`src/sv/quic_path_validation_table_unit_macros.svh`:
```
// Assertion macros for the QUIC path validation table unit.
// Expects clk and rst_n in the scope of every use.
`ifndef QUIC_PATH_VALIDATION_TABLE_UNIT_MACROS_SVH
`define QUIC_PATH_VALIDATION_TABLE_UNIT_MACROS_SVH

// antecedent implies consequent in the same cycle
`define QPV_ASSERT_IMP(lbl, ante, cons) \
  lbl: assert property (@(posedge clk) disable iff (!rst_n) (ante) |-> (cons)) \
    else $error("qpv assertion failed");

// antecedent implies consequent in the next cycle
`define QPV_ASSERT_NXT(lbl, ante, cons) \
  lbl: assert property (@(posedge clk) disable iff (!rst_n) (ante) |=> (cons)) \
    else $error("qpv assertion failed");

`endif

```
`src/sv/qpv_pkg.sv`:
```
// Shared types, codes and helpers of the QUIC path validation table unit.
// No dependencies; imported by every module of the block.
`default_nettype none

package qpv_pkg;

  localparam int MAX_PATHS = 4;
  localparam int PW = (MAX_PATHS > 1) ? $clog2(MAX_PATHS) : 1;
  localparam int CW = $clog2(MAX_PATHS + 1);
  localparam int FLD_PATH_W = 2;
  localparam int FLD_TCNT_W = 3;
  localparam int CFG_IDX_W = 4;
  localparam int CFG_DATA_W = 16;

  // event kinds
  localparam logic [2:0] K_INIT  = 3'd0;
  localparam logic [2:0] K_PROBE = 3'd1;
  localparam logic [2:0] K_RESP  = 3'd2;
  localparam logic [2:0] K_TICK  = 3'd3;
  localparam logic [2:0] K_PEER  = 3'd4;
  localparam logic [2:0] K_MIG   = 3'd5;

  // result status
  localparam logic [1:0] ST_OK      = 2'd0;
  localparam logic [1:0] ST_INVALID = 2'd1;
  localparam logic [1:0] ST_LIMIT   = 2'd2;
  localparam logic [1:0] ST_NOTALL  = 2'd3;

  // path states
  localparam logic [2:0] PS_UNKNOWN   = 3'd0;
  localparam logic [2:0] PS_VALIDATING = 3'd1;
  localparam logic [2:0] PS_VALIDATED = 3'd2;
  localparam logic [2:0] PS_FAILED    = 3'd3;
  localparam logic [2:0] PS_ABANDONED = 3'd4;

  // configuration register indexes
  localparam logic [CFG_IDX_W-1:0] CFG_ROLE = 4'd0;
  localparam logic [CFG_IDX_W-1:0] CFG_VTO  = 4'd1;
  localparam logic [CFG_IDX_W-1:0] CFG_MAXC = 4'd2;
  localparam logic [CFG_IDX_W-1:0] CFG_NRW  = 4'd3;

  typedef struct packed {
    logic [2:0]  kind;
    logic [63:0] peer_addr_hi;
    logic [63:0] peer_addr_lo;
    logic [15:0] peer_port;
    logic        peer_is_v6;
    logic [63:0] chal_word;
    logic [63:0] now_ms;
    logic [1:0]  path_index;
  } in_t;

  typedef struct packed {
    logic [1:0]  status;
    logic [1:0]  result_path;
    logic        send_challenge;
    logic [63:0] challenge_out;
    logic [2:0]  path_state;
    logic [1:0]  active_index;
    logic        nat_rebinding;
    logic [2:0]  fail_count;
    logic        last;
  } out_t;

  typedef struct packed {
    logic [63:0] addr_hi;
    logic [63:0] addr_lo;
    logic [15:0] port;
    logic        is_v6;
    logic [63:0] challenge;
    logic [2:0]  state;
    logic [3:0]  retries;
    logic [63:0] sent_time;
  } slot_t;

  typedef struct packed {
    logic        role;
    logic [15:0] vto;
    logic [3:0]  maxc;
    logic [15:0] nrw;
  } cfg_t;

  typedef struct packed {
    logic          rd_en;
    logic [PW-1:0] rd_addr;
    logic          wr_en;
    logic [PW-1:0] wr_addr;
    slot_t         wr_data;
  } ram_req_t;

  // family, port and address compare; IPv4 looks at the low 32 bits only
  function automatic logic addr_match(slot_t s, in_t it);
    logic ok;
    ok = (s.is_v6 == it.peer_is_v6) && (s.port == it.peer_port);
    if (it.peer_is_v6) begin
      ok = ok && (s.addr_hi == it.peer_addr_hi) && (s.addr_lo == it.peer_addr_lo);
    end else begin
      ok = ok && (s.addr_lo[31:0] == it.peer_addr_lo[31:0]);
    end
    return ok;
  endfunction

  // rotate left by 8 times the slot index, modulo 64
  function automatic logic [63:0] rotl8(logic [63:0] c, logic [PW-1:0] i);
    logic [5:0] sh;
    sh = {3'(i), 3'b000};
    return (c << sh) | (c >> (7'd64 - {1'b0, sh}));
  endfunction

endpackage

`default_nettype wire

```
`src/sv/qpv_slot_ram.sv`:
```
// Slot table memory: one write and one registered read port.
// Per-entry valid bits make unwritten entries read as zero. Uses qpv_pkg.
`default_nettype none

module qpv_slot_ram import qpv_pkg::*; (
  input  wire logic     clk,
  input  wire logic     rst_n,
  input  wire ram_req_t req,
  output slot_t         rdata
);

  slot_t                 mem [MAX_PATHS];
  logic [MAX_PATHS-1:0]  valid_r;
  slot_t                 rdata_r;

  // storage write
  always_ff @(posedge clk) begin
    if (req.wr_en) begin
      mem[req.wr_addr] <= req.wr_data;
    end
  end

  // valid bits, cleared by reset
  always_ff @(posedge clk) begin
    if (!rst_n) begin
      valid_r <= '0;
    end else if (req.wr_en) begin
      valid_r[req.wr_addr] <= 1'b1;
    end
  end

  // registered read, holds when idle
  always_ff @(posedge clk) begin
    if (req.rd_en) begin
      rdata_r <= valid_r[req.rd_addr] ? mem[req.rd_addr] : '0;
    end
  end

  assign rdata = rdata_r;

endmodule

`default_nettype wire

```
`src/sv/qpv_ctrl.sv`:
```
// Event sequencer: scans the slot memory one entry at a time, updates it
// and hands result words to the output stage. Uses qpv_pkg.
`default_nettype none

module qpv_ctrl import qpv_pkg::*; (
  input  wire logic     clk,
  input  wire logic     rst_n,
  input  wire logic     in_valid,
  input  wire in_t      in_data,
  output logic          in_ready,
  input  wire cfg_t     cfg,
  input  wire logic     res_ready,
  output logic          res_valid,
  output out_t          res_data,
  output ram_req_t      ram_req,
  input  wire slot_t    ram_rdata
);

  typedef enum logic [6:0] {
    S_IDLE = 7'b0000001,
    S_DISP = 7'b0000010,
    S_RD   = 7'b0000100,
    S_CHK  = 7'b0001000,
    S_END  = 7'b0010000,
    S_FRD  = 7'b0100000,
    S_FIN  = 7'b1000000
  } state_t;

  state_t        state_r, state_nxt;
  logic [2:0]    op_r, op_nxt;
  in_t           item_r, item_nxt;
  logic [PW-1:0] idx_r, idx_nxt;
  logic [CW-1:0] used_r, used_nxt;
  logic [PW-1:0] active_r, active_nxt;
  logic          nat_r, nat_nxt;
  logic [63:0]   lct_r, lct_nxt;
  logic          fnd_r, fnd_nxt;
  logic [PW-1:0] ruse_r, ruse_nxt;
  logic [CW-1:0] fail_r, fail_nxt;
  logic [1:0]    e_status_r, e_status_nxt;
  logic [PW-1:0] e_path_r, e_path_nxt;
  logic          e_send_r, e_send_nxt;
  logic [63:0]   e_chal_r, e_chal_nxt;
  logic [CW-1:0] e_tcnt_r, e_tcnt_nxt;

  slot_t         rd;
  slot_t         fresh;
  slot_t         upd;
  logic          scan_last;
  logic          aged;
  logic [PW-1:0] target;
  logic [63:0]   rot;

  assign rd        = ram_rdata;
  assign target    = PW'(item_r.path_index);
  assign scan_last = (CW'(idx_r) + CW'(1)) >= used_r;
  assign aged      = (item_r.now_ms - rd.sent_time) >= 64'(cfg.vto);
  assign rot       = rotl8(item_r.chal_word, idx_r);

  // record for a freshly probed address
  always_comb begin
    fresh           = '0;
    fresh.addr_hi   = item_r.peer_addr_hi;
    fresh.addr_lo   = item_r.peer_addr_lo;
    fresh.port      = item_r.peer_port;
    fresh.is_v6     = item_r.peer_is_v6;
    fresh.challenge = item_r.chal_word;
    fresh.state     = PS_VALIDATING;
    fresh.retries   = 4'd1;
    fresh.sent_time = item_r.now_ms;
  end

  // sequencer
  always_comb begin
    state_nxt    = state_r;
    op_nxt       = op_r;
    item_nxt     = item_r;
    idx_nxt      = idx_r;
    used_nxt     = used_r;
    active_nxt   = active_r;
    nat_nxt      = nat_r;
    lct_nxt      = lct_r;
    fnd_nxt      = fnd_r;
    ruse_nxt     = ruse_r;
    fail_nxt     = fail_r;
    e_status_nxt = e_status_r;
    e_path_nxt   = e_path_r;
    e_send_nxt   = e_send_r;
    e_chal_nxt   = e_chal_r;
    e_tcnt_nxt   = e_tcnt_r;
    ram_req      = '0;
    res_valid    = 1'b0;
    res_data     = '0;
    upd          = rd;
    in_ready     = (state_r == S_IDLE);

    case (state_r)
      S_IDLE: begin
        if (in_valid) begin
          item_nxt   = in_data;
          op_nxt     = in_data.kind;
          idx_nxt    = '0;
          fnd_nxt    = 1'b0;
          fail_nxt   = '0;
          e_send_nxt = 1'b0;
          e_tcnt_nxt = '0;
          state_nxt  = S_DISP;
        end
      end

      S_DISP: begin
        state_nxt    = S_FRD;
        e_status_nxt = ST_INVALID;
        e_path_nxt   = active_r;
        case (op_r)
          K_INIT: begin
            if (used_r >= CW'(MAX_PATHS)) begin
              e_status_nxt = ST_LIMIT;
            end else begin
              upd               = '0;
              upd.addr_hi       = item_r.peer_addr_hi;
              upd.addr_lo       = item_r.peer_addr_lo;
              upd.port          = item_r.peer_port;
              upd.is_v6         = item_r.peer_is_v6;
              upd.state         = PS_VALIDATED;
              ram_req.wr_en     = 1'b1;
              ram_req.wr_addr   = '0;
              ram_req.wr_data   = upd;
              used_nxt          = CW'(1);
              active_nxt        = '0;
              e_status_nxt      = ST_OK;
              e_path_nxt        = '0;
            end
          end
          K_PROBE, K_RESP, K_TICK: begin
            state_nxt = (used_r == '0) ? S_END : S_RD;
          end
          K_PEER: begin
            if (used_r != '0 && CW'(active_r) < used_r) begin
              idx_nxt   = active_r;
              state_nxt = S_RD;
            end
          end
          K_MIG: begin
            e_path_nxt = target;
            if (cfg.role) begin
              e_status_nxt = ST_NOTALL;
            end else if (CW'(target) < used_r) begin
              idx_nxt   = target;
              state_nxt = S_RD;
            end
          end
          default: begin
          end
        endcase
      end

      S_RD: begin
        ram_req.rd_en   = 1'b1;
        ram_req.rd_addr = idx_r;
        state_nxt       = S_CHK;
      end

      S_CHK: begin
        // default: step to the next slot or finish the scan
        state_nxt = scan_last ? S_END : S_RD;
        idx_nxt   = idx_r + PW'(1);
        case (op_r)
          K_PROBE: begin
            if (addr_match(rd, item_r)) begin
              upd.challenge   = item_r.chal_word;
              upd.state       = PS_VALIDATING;
              upd.retries     = 4'd1;
              upd.sent_time   = item_r.now_ms;
              ram_req.wr_en   = 1'b1;
              ram_req.wr_addr = idx_r;
              ram_req.wr_data = upd;
              e_status_nxt    = ST_OK;
              e_path_nxt      = idx_r;
              e_send_nxt      = 1'b1;
              e_chal_nxt      = item_r.chal_word;
              state_nxt       = S_FRD;
            end else if (!fnd_r && (rd.state inside {PS_FAILED, PS_ABANDONED})) begin
              fnd_nxt  = 1'b1;
              ruse_nxt = idx_r;
            end
          end
          K_RESP: begin
            if (rd.challenge == item_r.chal_word) begin
              e_path_nxt = idx_r;
              state_nxt  = S_FRD;
              if (rd.state != PS_VALIDATING) begin
                e_status_nxt = ST_INVALID;
              end else begin
                upd.state       = PS_VALIDATED;
                ram_req.wr_en   = 1'b1;
                ram_req.wr_addr = idx_r;
                ram_req.wr_data = upd;
                e_status_nxt    = ST_OK;
              end
            end
          end
          K_TICK: begin
            if (rd.state == PS_VALIDATING && aged) begin
              if (rd.retries < cfg.maxc) begin
                // retry: send a fresh challenge now, hold until taken
                res_valid                = 1'b1;
                res_data.status          = ST_OK;
                res_data.result_path     = FLD_PATH_W'(idx_r);
                res_data.send_challenge  = 1'b1;
                res_data.challenge_out   = rot;
                res_data.path_state      = PS_VALIDATING;
                res_data.active_index    = FLD_PATH_W'(active_r);
                res_data.nat_rebinding   = nat_r;
                res_data.fail_count      = '0;
                res_data.last            = 1'b0;
                if (res_ready) begin
                  upd.retries     = rd.retries + 4'd1;
                  upd.sent_time   = item_r.now_ms;
                  upd.challenge   = rot;
                  ram_req.wr_en   = 1'b1;
                  ram_req.wr_addr = idx_r;
                  ram_req.wr_data = upd;
                end else begin
                  state_nxt = S_CHK;
                  idx_nxt   = idx_r;
                end
              end else begin
                upd.state       = PS_FAILED;
                ram_req.wr_en   = 1'b1;
                ram_req.wr_addr = idx_r;
                ram_req.wr_data = upd;
                fail_nxt        = fail_r + CW'(1);
              end
            end
          end
          K_PEER: begin
            if (addr_match(rd, item_r)) begin
              e_status_nxt = ST_OK;
              e_path_nxt   = active_r;
              state_nxt    = S_FRD;
            end else begin
              if ((item_r.now_ms - lct_r) < 64'(cfg.nrw)) begin
                nat_nxt = 1'b1;
              end else begin
                lct_nxt = item_r.now_ms;
              end
              op_nxt    = K_PROBE;
              idx_nxt   = '0;
              state_nxt = S_RD;
            end
          end
          K_MIG: begin
            e_path_nxt = target;
            state_nxt  = S_FRD;
            if (rd.state == PS_VALIDATED) begin
              active_nxt   = target;
              e_status_nxt = ST_OK;
            end else begin
              e_status_nxt = ST_INVALID;
            end
          end
          default: begin
            state_nxt = S_FRD;
          end
        endcase
      end

      S_END: begin
        state_nxt    = S_FRD;
        e_status_nxt = ST_INVALID;
        e_path_nxt   = active_r;
        case (op_r)
          K_PROBE: begin
            if (!fnd_r && used_r >= CW'(MAX_PATHS)) begin
              e_status_nxt = ST_LIMIT;
            end else begin
              ram_req.wr_en   = 1'b1;
              ram_req.wr_addr = fnd_r ? ruse_r : PW'(used_r);
              ram_req.wr_data = fresh;
              if (!fnd_r) begin
                used_nxt = used_r + CW'(1);
              end
              e_status_nxt = ST_OK;
              e_path_nxt   = fnd_r ? ruse_r : PW'(used_r);
              e_send_nxt   = 1'b1;
              e_chal_nxt   = item_r.chal_word;
            end
          end
          K_TICK: begin
            e_status_nxt = ST_OK;
            e_tcnt_nxt   = fail_r;
          end
          default: begin
          end
        endcase
      end

      S_FRD: begin
        ram_req.rd_en   = 1'b1;
        ram_req.rd_addr = e_path_r;
        state_nxt       = S_FIN;
      end

      S_FIN: begin
        res_valid               = 1'b1;
        res_data.status         = e_status_r;
        res_data.result_path    = FLD_PATH_W'(e_path_r);
        res_data.send_challenge = e_send_r;
        res_data.challenge_out  = e_send_r ? e_chal_r : '0;
        res_data.path_state     = rd.state;
        res_data.active_index   = FLD_PATH_W'(active_r);
        res_data.nat_rebinding  = nat_r;
        res_data.fail_count     = FLD_TCNT_W'(e_tcnt_r);
        res_data.last           = 1'b1;
        if (res_ready) begin
          state_nxt = S_IDLE;
        end
      end

      default: begin
        state_nxt = S_IDLE;
      end
    endcase
  end

  // control registers
  always_ff @(posedge clk) begin
    if (!rst_n) begin
      state_r  <= S_IDLE;
      used_r   <= '0;
      active_r <= '0;
      nat_r    <= 1'b0;
      lct_r    <= '0;
    end else begin
      state_r  <= state_nxt;
      used_r   <= used_nxt;
      active_r <= active_nxt;
      nat_r    <= nat_nxt;
      lct_r    <= lct_nxt;
    end
  end

  // working registers of the current event
  always_ff @(posedge clk) begin
    op_r       <= op_nxt;
    item_r     <= item_nxt;
    idx_r      <= idx_nxt;
    fnd_r      <= fnd_nxt;
    ruse_r     <= ruse_nxt;
    fail_r     <= fail_nxt;
    e_status_r <= e_status_nxt;
    e_path_r   <= e_path_nxt;
    e_send_r   <= e_send_nxt;
    e_chal_r   <= e_chal_nxt;
    e_tcnt_r   <= e_tcnt_nxt;
  end

endmodule

`default_nettype wire

```
`src/sv/quic_path_validation_table_unit.sv`:
```
// QUIC path validation table: one event word in, one or more result words
// out, the final one marked last. An event that scans no slot (init,
// refused migrate or peer change, unknown kind) goes from dispatch to the
// final slot read and the result; a migrate or a peer change to the same
// address reads one slot first; a probe, response or tick reads the slots
// in use one by one until a match or the end; a peer change that turns
// into a probe scans after its first read. The pace is set by the single,
// registered slot-memory read port. Timeout ticks add one result per
// retried slot, and every result waits for room in the output register.
// No clearing pass after reset: unwritten slots read as zero through valid
// bits. A new event is taken while the last result still waits in the output
// register. Depends on qpv_pkg, qpv_slot_ram, qpv_ctrl and the macro header.
`default_nettype none

`include "quic_path_validation_table_unit_macros.svh"

module quic_path_validation_table_unit import qpv_pkg::*; (
  input  wire logic                  clk,
  input  wire logic                  rst_n,
  input  wire logic                  in_valid,
  output logic                       in_stall,
  input  wire in_t                   in_data,
  output logic                       out_valid,
  input  wire logic                  out_stall,
  output out_t                       out_data,
  input  wire logic                  cfg_valid,
  output logic                       cfg_ready,
  input  wire logic [CFG_IDX_W-1:0]  cfg_index,
  input  wire logic [CFG_DATA_W-1:0] cfg_data
);

  cfg_t     cfg_r;
  logic     out_valid_r;
  out_t     out_data_r;
  logic     in_ready;
  logic     res_valid;
  logic     res_ready;
  out_t     res_data;
  ram_req_t ram_req;
  slot_t    ram_rdata;

  // configuration registers
  assign cfg_ready = 1'b1;
  always_ff @(posedge clk) begin
    if (!rst_n) begin
      cfg_r.role <= 1'b0;
      cfg_r.vto  <= 16'd3000;
      cfg_r.maxc <= 4'd3;
      cfg_r.nrw  <= 16'd1000;
    end else if (cfg_valid && cfg_ready) begin
      case (cfg_index)
        CFG_ROLE: cfg_r.role <= cfg_data[0];
        CFG_VTO:  cfg_r.vto  <= cfg_data;
        CFG_MAXC: cfg_r.maxc <= cfg_data[3:0];
        CFG_NRW:  cfg_r.nrw  <= cfg_data;
        default: begin
        end
      endcase
    end
  end

  qpv_slot_ram u_ram (
    .clk   (clk),
    .rst_n (rst_n),
    .req   (ram_req),
    .rdata (ram_rdata)
  );

  qpv_ctrl u_ctrl (
    .clk       (clk),
    .rst_n     (rst_n),
    .in_valid  (in_valid),
    .in_data   (in_data),
    .in_ready  (in_ready),
    .cfg       (cfg_r),
    .res_ready (res_ready),
    .res_valid (res_valid),
    .res_data  (res_data),
    .ram_req   (ram_req),
    .ram_rdata (ram_rdata)
  );

  assign in_stall = !in_ready;

  // output register: a word moves in when empty or being taken
  assign res_ready = !out_valid_r || !out_stall;
  always_ff @(posedge clk) begin
    if (!rst_n) begin
      out_valid_r <= 1'b0;
    end else if (res_ready) begin
      out_valid_r <= res_valid;
    end
  end

  always_ff @(posedge clk) begin
    if (res_ready && res_valid) begin
      out_data_r <= res_data;
    end
  end

  assign out_valid = out_valid_r;
  assign out_data  = out_data_r;

  // checks
  `QPV_ASSERT_NXT(a_busy_after_accept, in_valid && !in_stall, in_stall)
  `QPV_ASSERT_IMP(a_tcount_on_last, out_valid && out_data.fail_count != 3'd0, out_data.last)
  `QPV_ASSERT_IMP(a_mid_word_sends, out_valid && !out_data.last, out_data.send_challenge)
  `QPV_ASSERT_IMP(a_no_chal_unsent, out_valid && !out_data.send_challenge, out_data.challenge_out == 64'd0)

endmodule

`default_nettype wire

```
`config.mk`:
```
export PLATFORM = sky130hd
export DESIGN_NAME = quic_path_validation_table_unit
export DESIGN_NICKNAME = d
export VERILOG_FILES = /design/src/sv/qpv_pkg.sv /design/src/sv/qpv_slot_ram.sv /design/src/sv/qpv_ctrl.sv /design/src/sv/quic_path_validation_table_unit.sv
export VERILOG_INCLUDE_DIRS = /design/src /design/src/sv
export SDC_FILE = /design/constraint.sdc
export NUM_CORES = 2
export LEC_CHECK = 0
export CAP_MARGIN = 20
export CORE_UTILIZATION = 50
export DETAILED_ROUTE_END_ITERATION = 16
export DONT_BUFFER_PORTS = 1
export PLACE_DENSITY = 0.67
export SLEW_MARGIN = 10
export SYNTH_ARGS = -nofsm -noshare
export SYNTH_HDL_FRONTEND = slang
export SYNTH_HIERARCHICAL = 1
export SYNTH_SLANG_ARGS = --single-unit
```
`constraint.sdc`:
```
create_clock -name clk -period 75.3 [get_ports clk]
set_clock_uncertainty 0.05 [all_clocks]
set_input_delay 7.53 -clock clk [delete_from_list [all_inputs] [get_ports clk]]
set_output_delay 7.53 -clock clk [all_outputs]
set_load 0.02 [all_outputs]
```
==> impl_results.html <==
<table>
<tr><th>Metric</th><th>Value</th></tr>
<tr><th colspan="2">Timing</th></tr>
<tr><td>Max-slew headroom</td><td>0.233</td></tr>
<tr><td>Slew at the pin closest to its max-slew limit</td><td>1.15 ns</td></tr>
<tr><td>Fin crit share</td><td>0.175</td></tr>
<tr><td>Number of pins exceeding their max-slew limit in the final report</td><td>0</td></tr>
<tr><td>Post-Route Setup TNS</td><td>0 ns</td></tr>
<tr><td>Shortest clock period the worst path allows after layout</td><td>13.19 ns</td></tr>
<tr><td>Final count of hold timing violations</td><td>0</td></tr>
<tr><td>Unrepaired setup endpoints after global routing</td><td>false</td></tr>
<tr><td>Worst hold slack</td><td>0.408 ns</td></tr>
<tr><td>Setup-failing EPs final</td><td>0</td></tr>
<tr><td>Achievable clock frequency</td><td>75.8 MHz</td></tr>
<tr><th colspan="2">Floorplanning</th></tr>
<tr><td>Std-Cell Rows</td><td>155</td></tr>
<tr><td>Die Span X</td><td>426 µm</td></tr>
<tr><td>Die Footprint</td><td>182000 µm²</td></tr>
<tr><td>Initial cell density of the core</td><td>0.504</td></tr>
<tr><td>Area of the core</td><td>179000 µm²</td></tr>
<tr><td>I/O pin total</td><td>385</td></tr>
<tr><td>Die extent in y</td><td>426 µm</td></tr>
<tr><th colspan="2">Clock network</th></tr>
<tr><td>Insertion delay of the later-clocked pin in the worst-skew pair</td><td>0.89 ns</td></tr>
<tr><td>Library cell used as clock root buffer</td><td>sky130_fd_sc_hd__clkbuf_16</td></tr>
<tr><td>Number of hold buffers added after cts</td><td>0</td></tr>
<tr><td>CTS Buffer Depth</td><td>3</td></tr>
<tr><td>Post-CTS Setup Repair Bufs</td><td>0</td></tr>
<tr><td>H-tree levels</td><td>4</td></tr>
<tr><td>Clock transition at the registers of the reported paths</td><td>0.06 ns</td></tr>
<tr><td>CTS-repair resized insts</td><td>0</td></tr>
<tr><td>TritonCTS clock tree</td><td>done</td></tr>
<tr><td>Total clock buffers created by CTS</td><td>200</td></tr>
<tr><td>Num Clock Sinks</td><td>1956</td></tr>
<tr><th colspan="2">Placed design</th></tr>
<tr><td>Port-buffer cells</td><td>0</td></tr>
<tr><td>Routability Congestion</td><td>0.994</td></tr>
<tr><td>Placed wire-length estimate after detailed placement</td><td>162000 µm</td></tr>
<tr><th colspan="2">Synthesis</th></tr>
<tr><td>Leading cell types by total area after synthesis</td><td>sky130_fd_sc_hd__edfxtp_1 (61%), sky130_fd_sc_hd__mux4_2 (7.6%), sky130_fd_sc_hd__dfxtp_1 (2.6%)</td></tr>
<tr><td>Xor and xnor fraction of the mapped netlist area</td><td>0.0269</td></tr>
<tr><td>Simple-gate area share of the yosys netlist</td><td>0.0824</td></tr>
<tr><td>Synthesized-area fraction occupied by ao, oa, aoi and oai cells</td><td>0.105</td></tr>
<tr><td>Synth Net Count</td><td>6744</td></tr>
<tr><td>Area share of fa/ha/maj cells after synthesis</td><td>0.0242</td></tr>
<tr><td>Register bit total from synthesis</td><td>1956</td></tr>
<tr><td>Async S/R FF share, synth</td><td>0</td></tr>
<tr><td>Gate Count Post-Synth</td><td>6268</td></tr>
<tr><td>Distinct cell type count of the synthesized netlist</td><td>104</td></tr>
<tr><td>Share of synthesized area spent on multiplexers</td><td>0.0918</td></tr>
<tr><td>Largest area contributor in the netlist</td><td>sky130_fd_sc_hd__edfxtp_1</td></tr>
<tr><td>Share of the yosys chip area belonging to registers</td><td>0.639</td></tr>
<tr><td>Average cell area after synthesis</td><td>14.4 µm²</td></tr>
<tr><td>EDFF count, synth</td><td>1837</td></tr>
<tr><td>Area of the mapped netlist</td><td>90100 µm²</td></tr>
<tr><td>Primary FF master, synth</td><td>sky130_fd_sc_hd__edfxtp_1</td></tr>
<tr><td>Synth Warn #</td><td>6</td></tr>
<tr><td>Portion of synthesized cell area occupied by the leading cell type</td><td>0.612</td></tr>
<tr><td>Dominant combinational cell family by area after synthesis</td><td>compound AO/OA/AOI/OAI gates</td></tr>
<tr><th colspan="2">Pwr</th></tr>
<tr><td>Cell area power density</td><td>24.2 nW/µm²</td></tr>
<tr><td>Maximum vdd ir drop</td><td>21.0 µV</td></tr>
<tr><td>LEAKAGE</td><td>32.4 nW</td></tr>
<tr><th colspan="2">Global route</th></tr>
<tr><td>Maximum number of pins on one net before global-route repair</td><td>191</td></tr>
<tr><td>Number of antenna violations at the first check in global routing</td><td>7</td></tr>
<tr><td>Number of global-route vias before repair</td><td>53700</td></tr>
<tr><td>Global routing usage summed across all routing layers</td><td>0.270</td></tr>
<tr><td>Global-route wire length before repair</td><td>362000 µm</td></tr>
<tr><td>Global route overflow</td><td>0</td></tr>
<tr><th colspan="2">Detailed routing</th></tr>
<tr><td>Routed Antenna Nets</td><td>0</td></tr>
<tr><td>Number of vias per cell after detailed routing</td><td>6.42</td></tr>
<tr><td>DR pass1 iterations</td><td>9</td></tr>
<tr><td>Total number of vias</td><td>56000</td></tr>
<tr><td>Wirelength per Cell</td><td>28.4 µm</td></tr>
<tr><td>Number of DRC markers after the initial detailed-route iteration</td><td>6270</td></tr>
<tr><td>DRC Markers</td><td>0</td></tr>
<tr><td>Total wire length after detailed routing</td><td>248000 µm</td></tr>
<tr><th colspan="2">Setup path</th></tr>
<tr><td>CP startpoint kind</td><td>input port</td></tr>
<tr><td>Kind of end point of the critical path</td><td>register</td></tr>
<tr><td>Critical Path Fanout Max</td><td>148</td></tr>
<tr><td>Critical path cell sequence</td><td>nand2_4 &gt; inv_1 &gt; nand2_1 &gt; nand3_2 &gt; a31oi_4 &gt; buf_12 &gt; o2bb2ai_1 &gt; and3_4 &gt; buf_12 &gt; buf_4 &gt; buf_4</td></tr>
<tr><td>Signal arrival time at the worst endpoint</td><td>13.62 ns</td></tr>
<tr><td>Largest stage delay, worst path</td><td>0.86 ns</td></tr>
<tr><td>Worst path required time</td><td>75.73 ns</td></tr>
<tr><td>Slowest cell on crit path</td><td>sky130_fd_sc_hd__and3_4</td></tr>
<tr><td>Number of buffer and inverter instances along the worst setup path</td><td>5</td></tr>
<tr><td>CP delay by family, top</td><td>buffers and inverters</td></tr>
<tr><td>Worst Path Class, Setup</td><td>input port to register</td></tr>
<tr><th colspan="2">Finish</th></tr>
<tr><td>P&amp;R area growth vs syn</td><td>9.88%</td></tr>
<tr><td>Number of nets in the layout</td><td>6674</td></tr>
<tr><td>Footprint of the multi-input gates</td><td>29900 µm²</td></tr>
<tr><td>Sequential cell area</td><td>57500 µm²</td></tr>
<tr><td>Fillers</td><td>14200</td></tr>
<tr><td>Ratio of cells with drive above 1 in the final layout</td><td>0.125</td></tr>
<tr><th colspan="2">Worst hold path</th></tr>
<tr><td>Worst hold path class</td><td>register to register</td></tr>
<tr><th colspan="2">Status</th></tr>
<tr><td>Result of the run</td><td>finished clean</td></tr>
<tr><th colspan="2">Job</th></tr>
<tr><td>Max-capacitance violation count</td><td>0</td></tr>
</table>
cell type report:
| type | count | area share |
|---|---|---|
| repair buffers | 95 | 0.00842 |
| diodes | 2 | 0.0000506 |
| clock buffers | 227 | 0.0518 |
| multi-input cells | 3724 | 0.302 |
| well taps | 2355 | 0.0298 |
| clock inverters | 149 | 0.0176 |
| inverters | 221 | 0.00846 |
| flip-flops and latches | 1956 | 0.581 |
synthesized netlist by cell type, drive strengths merged, types with 23 or more instances:
master	count
o21a	44
o22ai	34
mux4	304
nor2	324
dfxtp	119
a21o	48
buf	135
nand3	95
and2	320
edfxtp	1837
clkbuf	232
o211ai	34
xnor2	74
nand4	88
a221o	61
ha	171
nor4	76
inv	220
a211oi	37
mux2i	132
a31oi	100
a22oi	75
nor2b	23
a22o	208
nor3	48
nand2b	25
a21oi	324
nand2	342
o21ai	229
xor2	203
flip-flops by register name (all words and copies together) (netlist names), 3 cells and up:
| name | count |
|---|---|
| u_ctrl/e_chal_r | 64 |
| u_ctrl/state_r | 7 |
| u_ctrl/fresh | 273 |
| out_data | 79 |
| u_ctrl/fail_r | 3 |
| u_ram/valid_r | 4 |
| cfg_r | 37 |
| u_ctrl/lct_r | 64 |
| u_ctrl/used_r | 3 |
| u_ctrl/op_r | 3 |
| u_ctrl/e_tcnt_r | 3 |
| u_ram/mem | 1120 |
| u_ram/rdata | 280 |
power by group:
group	switching (mW)	internal, mW
logic	0.102	0.0497
registers	0.0241	1.20
clock network	0.438	0.582
layer usage:
metal | vias up | global-route usage | routed length [µm]
li1 | 24400 | - | -
met4 | 4 | 0.0893 | 8330
met2 | 2705 | 0.413 | 114000
met5 | - | 0 | 30
met1 | 28500 | 0.390 | 105000
met3 | 472 | 0.0468 | 20400
worst paths after layout:
kind,slack [ns],start,end,cells past startpoint
setup / recovery,62.11,out_stall,u_ram/mem[3][23],11
hold / removal,0.41,cfg_r[18],cfg_r[18],2
setup reg to reg,64.81,u_ctrl/fresh[4],u_ram/mem[1][184],24
hold reg to reg,0.41,cfg_r[18],cfg_r[18],2
tightest hold or removal path, delay by kind of cell, from the launching register on:
family | cells | cell delay, ns
mux | 1 | 0.05
flops | 1 | 0.31
simple gates | 1 | 0.05
metrics by stage:
| stage | setup WS (ns) | power, mW | util | instance area (µm²) | std cells |
|---|---|---|---|---|---|
| global placement | 61.21 | 1.39 | 0.515 | 92100 | 8350 |
| global route | 61.89 | 2.46 | 0.554 | 99000 | 8729 |
| detailed placement | 61.23 | 1.39 | 0.515 | 92100 | 8350 |
| finish | 62.11 | 2.39 | 0.554 | 99000 | 8729 |
| CTS | 62.15 | 2.41 | 0.554 | 98900 | 8726 |
| floorplan | 45.05 | 1.33 | - | 90100 | 6268 |
layout by cell type, fill, tap and decap left out, drive strengths merged, types with 37 or more instances in the layout:
cell type  count
o21a          44
and2         320
clkbuf       227
mux4         304
a31oi        100
o21ai        229
a211oi        37
clkinv       105
inv          226
a221o         61
edfxtp      1837
xor2         203
mux2i        132
nand2        342
nor4          76
nor2         324
nor3          48
a21oi        324
nand3         95
a22o         208
a22oi         75
a21o          48
xnor2         74
nand4         88
dfxtp        119
ha           171
buf           95
cells by family after synthesis:
group | Yosys count
AOI/OAI and AO/OA | 1374
xor gates and xnor gates | 277
adders and majority gates | 173
buffers and inverters | 588
DFF | 1956
muxes | 445
other | 2
and+or+nand+nor | 1453
No activity file was read; power rests on OpenSTA's default activity.
